$ cat config.mk
export PLATFORM = sky130hd
export DESIGN_NAME = length_prefixed_frame_deframer_flat
export DESIGN_NICKNAME = d
export VERILOG_FILES = /design/src/rtl/lfd_pkg.sv /design/src/rtl/lfd_byte_if.sv /design/src/rtl/lfd_res_if.sv /design/src/rtl/lfd_cfg_if.sv /design/src/rtl/length_prefixed_frame_deframer.sv /design/src/flat_wrapper.sv
export SDC_FILE = /design/constraint.sdc
export NUM_CORES = 1
export LEC_CHECK = 0
export BUFFER_PORTS_ARGS = -buffer_cell sky130_fd_sc_hd__buf_2
export CAP_MARGIN = 20
export CORE_MARGIN = 10
export CORE_UTILIZATION = 25
export CTS_BUF_LIST = sky130_fd_sc_hd__clkbuf_16
export CTS_CLUSTER_SIZE = 24
export DETAILED_ROUTE_END_ITERATION = 8
export PLACE_DENSITY_LB_ADDON = 0.2
export SLEW_MARGIN = 20
export SYNTH_ARGS = -nofsm -noshare
export SYNTH_HDL_FRONTEND = slang
export SYNTH_SLANG_ARGS = --single-unit
$ cat constraint.sdc
create_clock -name i_clk -period 11.7 [get_ports i_clk]
set_clock_uncertainty 0.15 [all_clocks]
set_input_delay 1.17 -clock i_clk [delete_from_list [all_inputs] [get_ports i_clk]]
set_output_delay 1.17 -clock i_clk [all_outputs]
set_load 0.05 [all_outputs]
$ cat src/rtl/lfd_pkg.sv
package lfd_pkg;

    localparam logic [31:0] MAGIC_RESET = 32'h1200_EEFF;
    localparam logic [7:0]  EXT_MARK    = 8'hFF;

    typedef enum logic [2:0] {
        PH_HEADER,
        PH_FLEN,
        PH_EXT,
        PH_CONTENT,
        PH_DISCARD
    } t_phase;

    typedef enum logic [1:0] {
        CLS_HEADER,
        CLS_LENGTH,
        CLS_CONTENT,
        CLS_DISCARD
    } t_byte_class;

    typedef enum logic [1:0] {
        ERR_NONE,
        ERR_MAGIC,
        ERR_OVERRUN,
        ERR_TRUNC
    } t_err;

    typedef struct packed {
        logic [7:0]  out_byte;
        t_byte_class byte_class;
        logic        length_valid;
        logic [31:0] frame_length;
        logic        frame_last;
        logic        message_last;
        t_err        error_code;
    } t_result;

endpackage

$ cat src/rtl/lfd_byte_if.sv
interface lfd_byte_if;
    logic       valid;
    logic       ready;
    logic [7:0] data_byte;

    modport source (output valid, output data_byte, input ready);
    modport sink   (input valid, input data_byte, output ready);
endinterface

$ cat src/rtl/lfd_res_if.sv
interface lfd_res_if;
    logic        valid;
    logic        ready;
    logic [7:0]  out_byte;
    logic [1:0]  byte_class;
    logic        length_valid;
    logic [31:0] frame_length;
    logic        frame_last;
    logic        message_last;
    logic [1:0]  error_code;

    modport source (
        output valid, output out_byte, output byte_class, output length_valid,
        output frame_length, output frame_last, output message_last,
        output error_code, input ready
    );
    modport sink (
        input valid, input out_byte, input byte_class, input length_valid,
        input frame_length, input frame_last, input message_last,
        input error_code, output ready
    );
endinterface

$ cat src/rtl/lfd_cfg_if.sv
interface lfd_cfg_if;
    logic        valid;
    logic        ready;
    logic [31:0] magic_word;

    modport source (output valid, output magic_word, input ready);
    modport sink   (input valid, input magic_word, output ready);
endinterface

$ cat src/rtl/length_prefixed_frame_deframer.sv
// datapath: an accepted input word is captured in the input register, which feeds the
// result register that presents the result word
// throughput: one word per cycle, input stays ready while the result is taken
// reset: synchronous active-low i_rst_n clears parser state, sticky error and
// valid flags, and loads the magic register with its default
module length_prefixed_frame_deframer (
    input  logic           i_clk,
    input  logic           i_rst_n,
    lfd_byte_if.sink       i_byte,
    lfd_cfg_if.sink        i_cfg,
    lfd_res_if.source      o_res
);
    import lfd_pkg::*;

    logic        r_in_valid;
    logic [7:0]  r_in_byte;
    logic        r_out_valid;
    t_result     r_res;
    t_result     n_res;

    logic [31:0] r_magic;
    t_phase      r_phase, n_phase;
    logic [2:0]  r_header_count, n_header_count;
    logic [31:0] r_header_shift, n_header_shift;
    logic [31:0] r_body_rem, n_body_rem;
    logic [31:0] r_ext_shift, n_ext_shift;
    logic [2:0]  r_ext_count, n_ext_count;
    logic [31:0] r_frame_rem, n_frame_rem;
    logic        r_sticky, n_sticky;

    logic        out_adv;
    logic        step;
    logic [2:0]  hdr_cnt_n;
    logic [31:0] hdr_shift_n;
    logic        magic_bad;
    logic        body_last;
    logic [31:0] ext_shift_n;
    logic [2:0]  ext_cnt_n;
    logic        ext_done;
    logic        flen_ext;
    logic        ext_short;
    logic        acc_len;
    logic [31:0] len_n;
    logic        len_over;
    logic        len_zero;
    logic        frame_end;

    // handshake
    assign out_adv       = !r_out_valid || o_res.ready;
    assign step          = r_in_valid && out_adv;
    assign i_byte.ready  = !r_in_valid || out_adv;
    assign i_cfg.ready   = 1'b1;

    // shared decode of the word in the input register
    assign hdr_cnt_n   = r_header_count + 3'd1;
    assign hdr_shift_n = {r_header_shift[23:0], r_in_byte};
    assign magic_bad   = (hdr_cnt_n == 3'd4) && (hdr_shift_n != r_magic);
    assign body_last   = (r_body_rem == 32'd1);
    assign ext_shift_n = {r_ext_shift[23:0], r_in_byte};
    assign ext_cnt_n   = r_ext_count + 3'd1;
    assign ext_done    = (ext_cnt_n >= 3'd4);
    assign flen_ext    = (r_in_byte == EXT_MARK);
    assign ext_short   = (r_body_rem < 32'd5);
    assign acc_len     = ((r_phase == PH_FLEN) && !flen_ext) ||
                         ((r_phase == PH_EXT) && ext_done);
    assign len_n       = (r_phase == PH_EXT) ? ext_shift_n : {24'd0, r_in_byte};
    // length exceeds body left after this word
    assign len_over    = (len_n >= r_body_rem);
    assign len_zero    = (len_n == 32'd0);
    assign frame_end   = (r_frame_rem == 32'd1);

    // next state
    always_comb begin
        n_phase        = r_phase;
        n_header_count = r_header_count;
        n_header_shift = r_header_shift;
        n_body_rem     = r_body_rem;
        n_ext_shift    = r_ext_shift;
        n_ext_count    = r_ext_count;
        n_frame_rem    = r_frame_rem;
        n_sticky       = r_sticky;
        if (step && !r_sticky) begin
            unique case (r_phase)
                PH_FLEN, PH_EXT: begin
                    n_body_rem = r_body_rem - 32'd1;
                    if (r_phase == PH_EXT) begin
                        n_ext_shift = ext_shift_n;
                        n_ext_count = ext_done ? 3'd0 : ext_cnt_n;
                    end
                    if (r_phase == PH_FLEN && flen_ext) begin
                        if (ext_short) begin
                            n_phase = body_last ? PH_HEADER : PH_DISCARD;
                        end else begin
                            n_ext_shift = 32'd0;
                            n_ext_count = 3'd0;
                            n_phase     = PH_EXT;
                        end
                    end else if (acc_len) begin
                        if (len_over) begin
                            n_phase = body_last ? PH_HEADER : PH_DISCARD;
                        end else if (len_zero) begin
                            n_phase = body_last ? PH_HEADER : PH_FLEN;
                        end else begin
                            n_frame_rem = len_n;
                            n_phase     = PH_CONTENT;
                        end
                    end
                end
                PH_CONTENT: begin
                    n_body_rem  = r_body_rem - 32'd1;
                    n_frame_rem = r_frame_rem - 32'd1;
                    if (frame_end) begin
                        n_phase = body_last ? PH_HEADER : PH_FLEN;
                    end
                end
                PH_DISCARD: begin
                    n_body_rem = r_body_rem - 32'd1;
                    if (body_last) begin
                        n_phase = PH_HEADER;
                    end
                end
                default: begin
                    n_phase        = PH_HEADER;
                    n_header_shift = hdr_shift_n;
                    n_header_count = hdr_cnt_n;
                    if (hdr_cnt_n == 3'd4) begin
                        n_sticky       = r_sticky || magic_bad;
                        n_header_shift = 32'd0;
                    end else if (hdr_cnt_n == 3'd0) begin
                        n_body_rem     = hdr_shift_n;
                        n_header_shift = 32'd0;
                        n_phase        = (hdr_shift_n == 32'd0) ? PH_HEADER : PH_FLEN;
                    end
                end
            endcase
        end
    end

    // result word
    always_comb begin
        n_res              = '0;
        n_res.out_byte     = r_in_byte;
        n_res.byte_class   = CLS_HEADER;
        n_res.error_code   = ERR_NONE;
        if (r_sticky) begin
            n_res.byte_class = CLS_DISCARD;
            n_res.error_code = ERR_MAGIC;
        end else begin
            unique case (r_phase)
                PH_FLEN, PH_EXT: begin
                    n_res.byte_class = CLS_LENGTH;
                    if (r_phase == PH_FLEN && flen_ext) begin
                        if (ext_short) begin
                            n_res.error_code   = ERR_TRUNC;
                            n_res.message_last = body_last;
                        end
                    end else if (acc_len) begin
                        if (len_over) begin
                            n_res.error_code   = ERR_OVERRUN;
                            n_res.message_last = body_last;
                        end else begin
                            n_res.length_valid = 1'b1;
                            n_res.frame_length = len_n;
                            n_res.frame_last   = len_zero;
                            n_res.message_last = len_zero && body_last;
                        end
                    end
                end
                PH_CONTENT: begin
                    n_res.byte_class   = CLS_CONTENT;
                    n_res.frame_last   = frame_end;
                    n_res.message_last = frame_end && body_last;
                end
                PH_DISCARD: begin
                    n_res.byte_class   = CLS_DISCARD;
                    n_res.message_last = body_last;
                end
                default: begin
                    n_res.byte_class   = CLS_HEADER;
                    n_res.error_code   = magic_bad ? ERR_MAGIC : ERR_NONE;
                    n_res.message_last = (hdr_cnt_n == 3'd0) && (hdr_shift_n == 32'd0);
                end
            endcase
        end
    end

    always_ff @(posedge i_clk) begin
        if (!i_rst_n) begin
            r_in_valid     <= 1'b0;
            r_out_valid    <= 1'b0;
            r_magic        <= MAGIC_RESET;
            r_phase        <= PH_HEADER;
            r_header_count <= 3'd0;
            r_header_shift <= 32'd0;
            r_body_rem     <= 32'd0;
            r_ext_shift    <= 32'd0;
            r_ext_count    <= 3'd0;
            r_frame_rem    <= 32'd0;
            r_sticky       <= 1'b0;
        end else begin
            if (i_cfg.valid) begin
                r_magic <= i_cfg.magic_word;
            end
            if (i_byte.ready) begin
                r_in_valid <= i_byte.valid;
            end
            if (out_adv) begin
                r_out_valid <= r_in_valid;
            end
            r_phase        <= n_phase;
            r_header_count <= n_header_count;
            r_header_shift <= n_header_shift;
            r_body_rem     <= n_body_rem;
            r_ext_shift    <= n_ext_shift;
            r_ext_count    <= n_ext_count;
            r_frame_rem    <= n_frame_rem;
            r_sticky       <= n_sticky;
        end
    end

    // payload
    always_ff @(posedge i_clk) begin
        if (i_byte.ready && i_byte.valid) begin
            r_in_byte <= i_byte.data_byte;
        end
        if (step) begin
            r_res <= n_res;
        end
    end

    assign o_res.valid        = r_out_valid;
    assign o_res.out_byte     = r_res.out_byte;
    assign o_res.byte_class   = r_res.byte_class;
    assign o_res.length_valid = r_res.length_valid;
    assign o_res.frame_length = r_res.frame_length;
    assign o_res.frame_last   = r_res.frame_last;
    assign o_res.message_last = r_res.message_last;
    assign o_res.error_code   = r_res.error_code;

endmodule

$ cat src/flat_wrapper.sv
// flat-port wrapper written by rule: the top's interface ports become plain ports
module length_prefixed_frame_deframer_flat import lfd_pkg::*;
  (i_clk, i_rst_n, i_byte_valid, i_byte_data_byte, i_byte_ready, i_cfg_valid, i_cfg_magic_word, i_cfg_ready, o_res_valid, o_res_out_byte, o_res_byte_class, o_res_length_valid, o_res_frame_length, o_res_frame_last, o_res_message_last, o_res_error_code, o_res_ready);
  lfd_byte_if i_byte_i ();
  lfd_cfg_if i_cfg_i ();
  lfd_res_if o_res_i ();
  input  logic i_clk;
  input  logic i_rst_n;
  input wire logic [$bits(i_byte_i.valid)-1:0] i_byte_valid;
  input wire logic [$bits(i_byte_i.data_byte)-1:0] i_byte_data_byte;
  output wire logic [$bits(i_byte_i.ready)-1:0] i_byte_ready;
  input wire logic [$bits(i_cfg_i.valid)-1:0] i_cfg_valid;
  input wire logic [$bits(i_cfg_i.magic_word)-1:0] i_cfg_magic_word;
  output wire logic [$bits(i_cfg_i.ready)-1:0] i_cfg_ready;
  output wire logic [$bits(o_res_i.valid)-1:0] o_res_valid;
  output wire logic [$bits(o_res_i.out_byte)-1:0] o_res_out_byte;
  output wire logic [$bits(o_res_i.byte_class)-1:0] o_res_byte_class;
  output wire logic [$bits(o_res_i.length_valid)-1:0] o_res_length_valid;
  output wire logic [$bits(o_res_i.frame_length)-1:0] o_res_frame_length;
  output wire logic [$bits(o_res_i.frame_last)-1:0] o_res_frame_last;
  output wire logic [$bits(o_res_i.message_last)-1:0] o_res_message_last;
  output wire logic [$bits(o_res_i.error_code)-1:0] o_res_error_code;
  input wire logic [$bits(o_res_i.ready)-1:0] o_res_ready;
  assign i_byte_i.valid = i_byte_valid;
  assign i_byte_i.data_byte = i_byte_data_byte;
  assign i_byte_ready = i_byte_i.ready;
  assign i_cfg_i.valid = i_cfg_valid;
  assign i_cfg_i.magic_word = i_cfg_magic_word;
  assign i_cfg_ready = i_cfg_i.ready;
  assign o_res_valid = o_res_i.valid;
  assign o_res_out_byte = o_res_i.out_byte;
  assign o_res_byte_class = o_res_i.byte_class;
  assign o_res_length_valid = o_res_i.length_valid;
  assign o_res_frame_length = o_res_i.frame_length;
  assign o_res_frame_last = o_res_i.frame_last;
  assign o_res_message_last = o_res_i.message_last;
  assign o_res_error_code = o_res_i.error_code;
  assign o_res_i.ready = o_res_ready;
  length_prefixed_frame_deframer u_core (.i_clk(i_clk), .i_rst_n(i_rst_n), .i_byte(i_byte_i), .i_cfg(i_cfg_i), .o_res(o_res_i));
endmodule
Yosys cells after proc, flatten, opt, wreduce, memory -nomap -nowiden
Index checks and enable logic that the tools add are counted.
{"block": "classes", "addsub": 4, "n_lt_le_gt_ge": 3, "n_eq_ne": 17, "mux": 43, "bitwise_logic": 3, "reduce_logical": 34}
{"op": "32-bit 2-to-1 mux", "count": 11}
{"op": "32-bit by 1-bit equality test with 1-bit output, second input constant", "count": 2}
{"op": "32-bit zero test", "count": 2}
{"op": "32-bit case mux with 2 select lines", "count": 1}
{"op": "32-bit by 1-bit subtractor with 32-bit output, second input constant", "count": 2}
{"op": "24-bit 2-to-1 mux", "count": 2}
{"op": "3-bit 2-to-1 mux", "count": 16}
{"op": "34-bit 2-to-1 mux", "count": 1}
{"op": "32-bit greater-or-equal comparator", "count": 1}
{"op": "32-bit by 3-bit less-than comparator with 1-bit output, second input constant", "count": 1}
{"op": "32-bit != test", "count": 1}
{"op": "1-bit logical AND", "count": 10}
{"op": "3-bit case mux with 3 select lines", "count": 1}
{"op": "8-bit equality test, second input constant", "count": 1}
{"op": "2-bit != test, second input constant", "count": 4}
{"op": "4-bit OR reduction", "count": 2}
{"op": "3-bit by 1-bit adder with 3-bit output, second input constant", "count": 2}
{"op": "3-bit by 2-bit equality test with 1-bit output, second input constant", "count": 2}
{"op": "3-bit equality test, second input constant", "count": 2}
{"op": "2-bit by 1-bit != test with 1-bit output, second input constant", "count": 3}
{"op": "2-bit case mux with 3 select lines", "count": 1}
{"op": "3-bit AND reduction", "count": 2}
{"op": "6-bit AND reduction", "count": 1}
{"op": "1-bit 2-to-1 mux", "count": 5}
{"op": "other kinds (17)", "count": 28}
{"block": "word_totals", "register_bits": 219, "input_bits": 45, "output_inout_bits": 50, "word_cells": 123}

Logic depth before layout (Yosys ltp)
{"block": "depth", "ltp_word": 8, "depth_mapped": 14, "depth_no_buf": 10}

Worst setup path before layout
OpenSTA, ideal clock, no wires.
{"block": "synth_path", "kind": "input-to-reg", "startpoint": "input port o_res_ready", "endpoint": "register u_core.r_phase[2]", "setup_ns": 0.075, "t_arrival_ns": 4.484, "required_time_ns": 11.475, "slack_ns": 6.991, "path_stages": 7, "path_buffers": 0, "cell_sequence": "nor2b_1 nor2b_1 nor2b_1 o21ai_0 a311oi_4 nand4_1 o22ai_1"}
{"block": "synth_between", "elab_chain_cells": 4}
{"element": "start: declaration", "line_no": "flat_wrapper.sv:23", "text": "input wire logic [$bits(o_res_i.ready)-1:0] o_res_ready;"}
{"element": "1-bit logical OR", "line_no": "length_prefixed_frame_deframer.sv:49", "text": "assign out_adv = !r_out_valid || o_res.ready;"}
{"element": "1-bit logical AND", "line_no": "length_prefixed_frame_deframer.sv:50", "text": "assign step = r_in_valid && out_adv;"}
{"element": "net u_core.step", "line_no": "length_prefixed_frame_deframer.sv:32", "text": "logic step;"}
{"element": "1-bit logical AND", "line_no": "length_prefixed_frame_deframer.sv:82", "text": "if (step && !r_sticky) begin"}
{"element": "4-bit AND reduction (no line)"}
{"element": "end signal: assignment", "line_no": "length_prefixed_frame_deframer.sv:210", "text": "r_phase <= n_phase;"}
{"element": "end: declaration", "line_no": "length_prefixed_frame_deframer.sv:22", "text": "t_phase r_phase, n_phase;"}
The timed path passes the listed nets, and every way through them passes these cells.
A chain may end at the register's enable or synchronous reset.

Worst setup path after layout
{"block": "layout_path", "startpoint": "register u_core.r_phase[2]", "endpoint": "register u_core.r_frame_rem[20]"}
{"block": "layout_between", "word_cells_on_any_way": 22, "classes_between": "order compare: 1; eq/ne: 7; mux: 6; reduce/logical: 8"}
{"element": "3-bit by 2-bit equality test with 1-bit output *", "line_no": "length_prefixed_frame_deframer.sv:66", "text": "assign len_n = (r_phase == PH_EXT) ? ext_shift_n : {24'd0, r_in_byte};"}
{"element": "32-bit 2-to-1 mux *", "line_no": "length_prefixed_frame_deframer.sv:66"}
{"element": "net u_core.len_n[14]", "line_no": "length_prefixed_frame_deframer.sv:43", "text": "logic [31:0] len_n;"}
{"element": "32-bit greater-or-equal comparator / 32-bit zero test (equally long branches)", "line_no": "length_prefixed_frame_deframer.sv:68, length_prefixed_frame_deframer.sv:69"}
{"element": "2-bit != test (no line)"}
{"element": "6-bit AND reduction (no line) *"}
{"element": "end signal: assignment", "line_no": "length_prefixed_frame_deframer.sv:216", "text": "r_frame_rem <= n_frame_rem;"}
{"element": "end: declaration", "line_no": "length_prefixed_frame_deframer.sv:28", "text": "logic [31:0] r_frame_rem, n_frame_rem;"}
The timed path passes the listed nets; every way through them passes the cells marked *. The select of a mux whose other input is x is not followed.

==> flow_summary.json <==
{
  "status": "complete, no violations",
  "avgSynthCellArea_um2": 8.66,
  "dp_slack_ns": 7.26,
  "worst_setup_path_start_kind": "flip-flop",
  "slew_headroom_pct": 32.7,
  "dieArea_um2": 52700,
  "slew_violations": 0,
  "cts_tree": "done",
  "place_congestion": 0.809,
  "fin_nets": 1411,
  "htree_num_levels": 1,
  "clk_latency_ns": 0.55,
  "crit_path_end_kind": "flip-flop",
  "fillers": 4597,
  "clock-sinks": 211,
  "instances_no_fill": 1932,
  "finalCritPeriodShare_pct": 38.3,
  "cp_data_arrival_time_ns": 4.75,
  "tns_ns": 0,
  "ys_seq_area_share_pct": 43.5,
  "post-route-drc-count": 0,
  "viasPerCell": 5.02,
  "wl_per_cell_um": 19.4,
  "drv_cap": 0,
  "ctsResizeCount": 0,
  "num_rows": 76,
  "clkPwrFrac_pct": 43.0,
  "grt_pass1_vias": 9392,
  "p_sw_share_pct": 30.0,
  "core-area_um2": 43300,
  "ys_types": 74,
  "pwr-share-seq_pct": 40.0,
  "antenna_found_initial": 0,
  "initial_core_util_pct": 25.4,
  "cellPowerDensity_nw_per_um2": 156,
  "syn_to_final_growth_pct": 18.0,
  "ys_ff_latch": 211,
  "die_w_um": 230,
  "grtUsageTotal_pct": 13.8,
  "p_comb_share_pct": 17.0,
  "io_buffers": 93,
  "hold_viol_final": 0,
  "async_flop_share_pct": 0,
  "root_buffer": "clkbuf_16",
  "finalPower_uw": 2020,
  "synth_flop_cell": "dfxtp_1",
  "min_path_type": "flip-flop to flip-flop",
  "synth_cells": 1268,
  "grt_overflow_total": 0,
  "ir_drop_mv": 0.107,
  "synth_nets": 1352,
  "grt_max_degree": 57,
  "worst_slew_pin_slew_ns": 1.01,
  "path_class": "flip-flop to flip-flop",
  "ios": 95,
  "cp_common_cell": "buf_4",
  "yosysWarnings": 0,
  "drt-total-wl_um": 37600,
  "clk_pin_slew_ns": 0.06,
  "fin_crit_ns": 4.48,
  "post_cts_buffers": 0,
  "dp_hpwl_um": 26200,
  "path_cells": "nor3b_2 -> buf_4 -> and2_1 -> ha_1 -> and4_1 -> nand4_1 -> or4_1 -> a31oi_1 -> o41a_1 -> buf_4 -> nand2b_1 -> buf_4 -> o21ai_0",
  "antenna_left": 0,
  "switching_power_uw": 604,
  "drtIter0Drc": 811,
  "fmax_ghz": 0.223,
  "crit_path_top_delay_cell": "dfxtp_1",
  "leakage_uw": 0.00474,
  "p_int_uw": 1410,
  "postLayoutCoreUtil_pct": 30.0,
  "slowest_delay_ns": 0.85,
  "rsz0062_at_grt": "no",
  "layout-drive-gt1-share_pct": 13.6,
  "clockBufferDepth": 3,
  "critPathRequiredTime_ns": 11.98,
  "dpl.cell_count": 1883,
  "die_h_um": 230,
  "antennaDiodeCount": 0,
  "drt-pass1-iter-count": 5,
  "hold_buffers": 0,
  "synth_edf_count": 55,
  "finalSetupViolCount": 0,
  "timing.final.ws_setup_ns": 7.22,
  "cts_inserted_buffers": 27,
  "grt_pass1_wl_um": 57900,
  "crit_fanout": 34,
  "vias": 9705,
  "netlist_area_um2": 11000
}
-- synth_stat cells (all sizes together), types with 9 or more instances --
| cell type | n | area share, % |
|---|---|---|
| dfxtp | 156 | 28 |
| nand2 | 121 | 4.1 |
| nor2 | 121 | 4.1 |
| a21oi | 98 | 4.5 |
| o21ai | 89 | 4.1 |
| clkbuf | 74 | 2.5 |
| and2 | 59 | 3.4 |
| edfxtp | 55 | 15 |
| nor3 | 47 | 2.2 |
| ha | 39 | 4.4 |
| inv | 38 | 1.3 |
| nor4 | 37 | 2.4 |
| xnor2 | 36 | 2.9 |
| mux2i | 33 | 3.0 |
| nand3b | 25 | 1.7 |
| nand4 | 25 | 1.4 |
| o211ai | 25 | 1.7 |
| a22oi | 22 | 1.5 |
| nand3 | 18 | 0.82 |
| o31ai | 14 | 0.96 |
| or3 | 13 | 0.80 |
| buf | 12 | 0.58 |
| a211oi | 10 | 0.68 |
| o311ai | 9 | 0.72 |
-- stage by stage --
step | hold WS, ns | cell area, um2
5_1_grt | 0.313 | 13000
3_5_place_dp | 0.283 | 12100
3_3_place_gp | 0.282 | 12100
4_1_cts | 0.291 | 13000
6_report | 0.291 | 13000
2_1_floorplan | 0.271 | 11000
-- power by group through the flow --
stage / Sequential [uW] / Combinational [uW] / Clock [uW]
3_5_place_dp: 821 / 341 / 0
4_1_cts: 806 / 343 / 888
6_report: 806 / 342 / 868
3_3_place_gp: 821 / 341 / 0
5_1_grt: 809 / 378 / 916
2_1_floorplan: 835 / 216 / 0
-- layer usage --
metal | track usage, % | wire (um) | vias to the layer above
met5 | 0 | 0 | -
met1 | 18.6 | 17700 | 4662
met4 | 4.32 | 1140 | 0
met2 | 22.0 | 17000 | 251
met3 | 2.26 | 1780 | 61
li1 | - | - | 4731
-- kinds of logic after synthesis --
kind of cell	count (synthesis)	synth area share (%)
simple gates	506	23.6
buf+inv	124	4.41
other cells	1	0.0342
xor+xnor	39	3.11
compound gates	315	17.9
flops	211	43.5
mux	33	3.01
fa+ha+maj	39	4.44
-- flip-flops by register name, summed over array words and instances, names as in the netlist, 8 cells and up --
register / cells
u_core.r_magic: 32
u_core.r_body_rem: 32
u_core.o_res.out_byte: 8
u_core.r_in_byte: 8
u_core.r_ext_shift: 24
u_core.r_header_shift: 24
u_core.o_res.frame_length: 32
u_core.r_frame_rem: 32
-- placed cells by master, fill, tap and decap left out, drive strengths merged, types with 27 or more instances in the layout --
cell and count:
a21oi 98, clkbuf 27, o21ai 89, xnor2 36, edfxtp 55, nand2 121
buf 116, nor4 37, dfxtp 156, nor2 121, nor3 47, ha 39
and2 59, inv 44, mux2i 33
-- final timing paths --
kind / startpoint / to / slack (ns) / cells past startpoint
max: u_core.r_phase[2] / u_core.r_frame_rem[20] / 7.22 / 13
min: u_core.r_ext_count[2] / u_core.r_ext_count[2] / 0.29 / 2
max reg2reg: u_core.r_phase[2] / u_core.r_frame_rem[20] / 7.22 / 13
min reg2reg: u_core.r_ext_count[2] / u_core.r_ext_count[2] / 0.29 / 2
-- final cells by class --
class / count / area [um2] / share of cell area (%)
Clock buffer: 27 / 676 / 5.21
Clock inverter: 22 / 233 / 1.80
Inverter: 38 / 143 / 1.10
Multi-Input combinational cell: 933 / 5770 / 44.5
Sequential cell: 211 / 4770 / 36.8
Tap cell: 585 / 732 / 5.65
Timing Repair Buffer: 116 / 638 / 4.92
-- critical path: cells and delay by family, from the launching register on --
kind            cells  cell delay, ns
compound gates      3            0.51
fa+ha+maj           1            0.30
buf+inv             3            0.94
flops               1            0.85
simple gates        6            1.55
(Power assumes the default switching activity.)
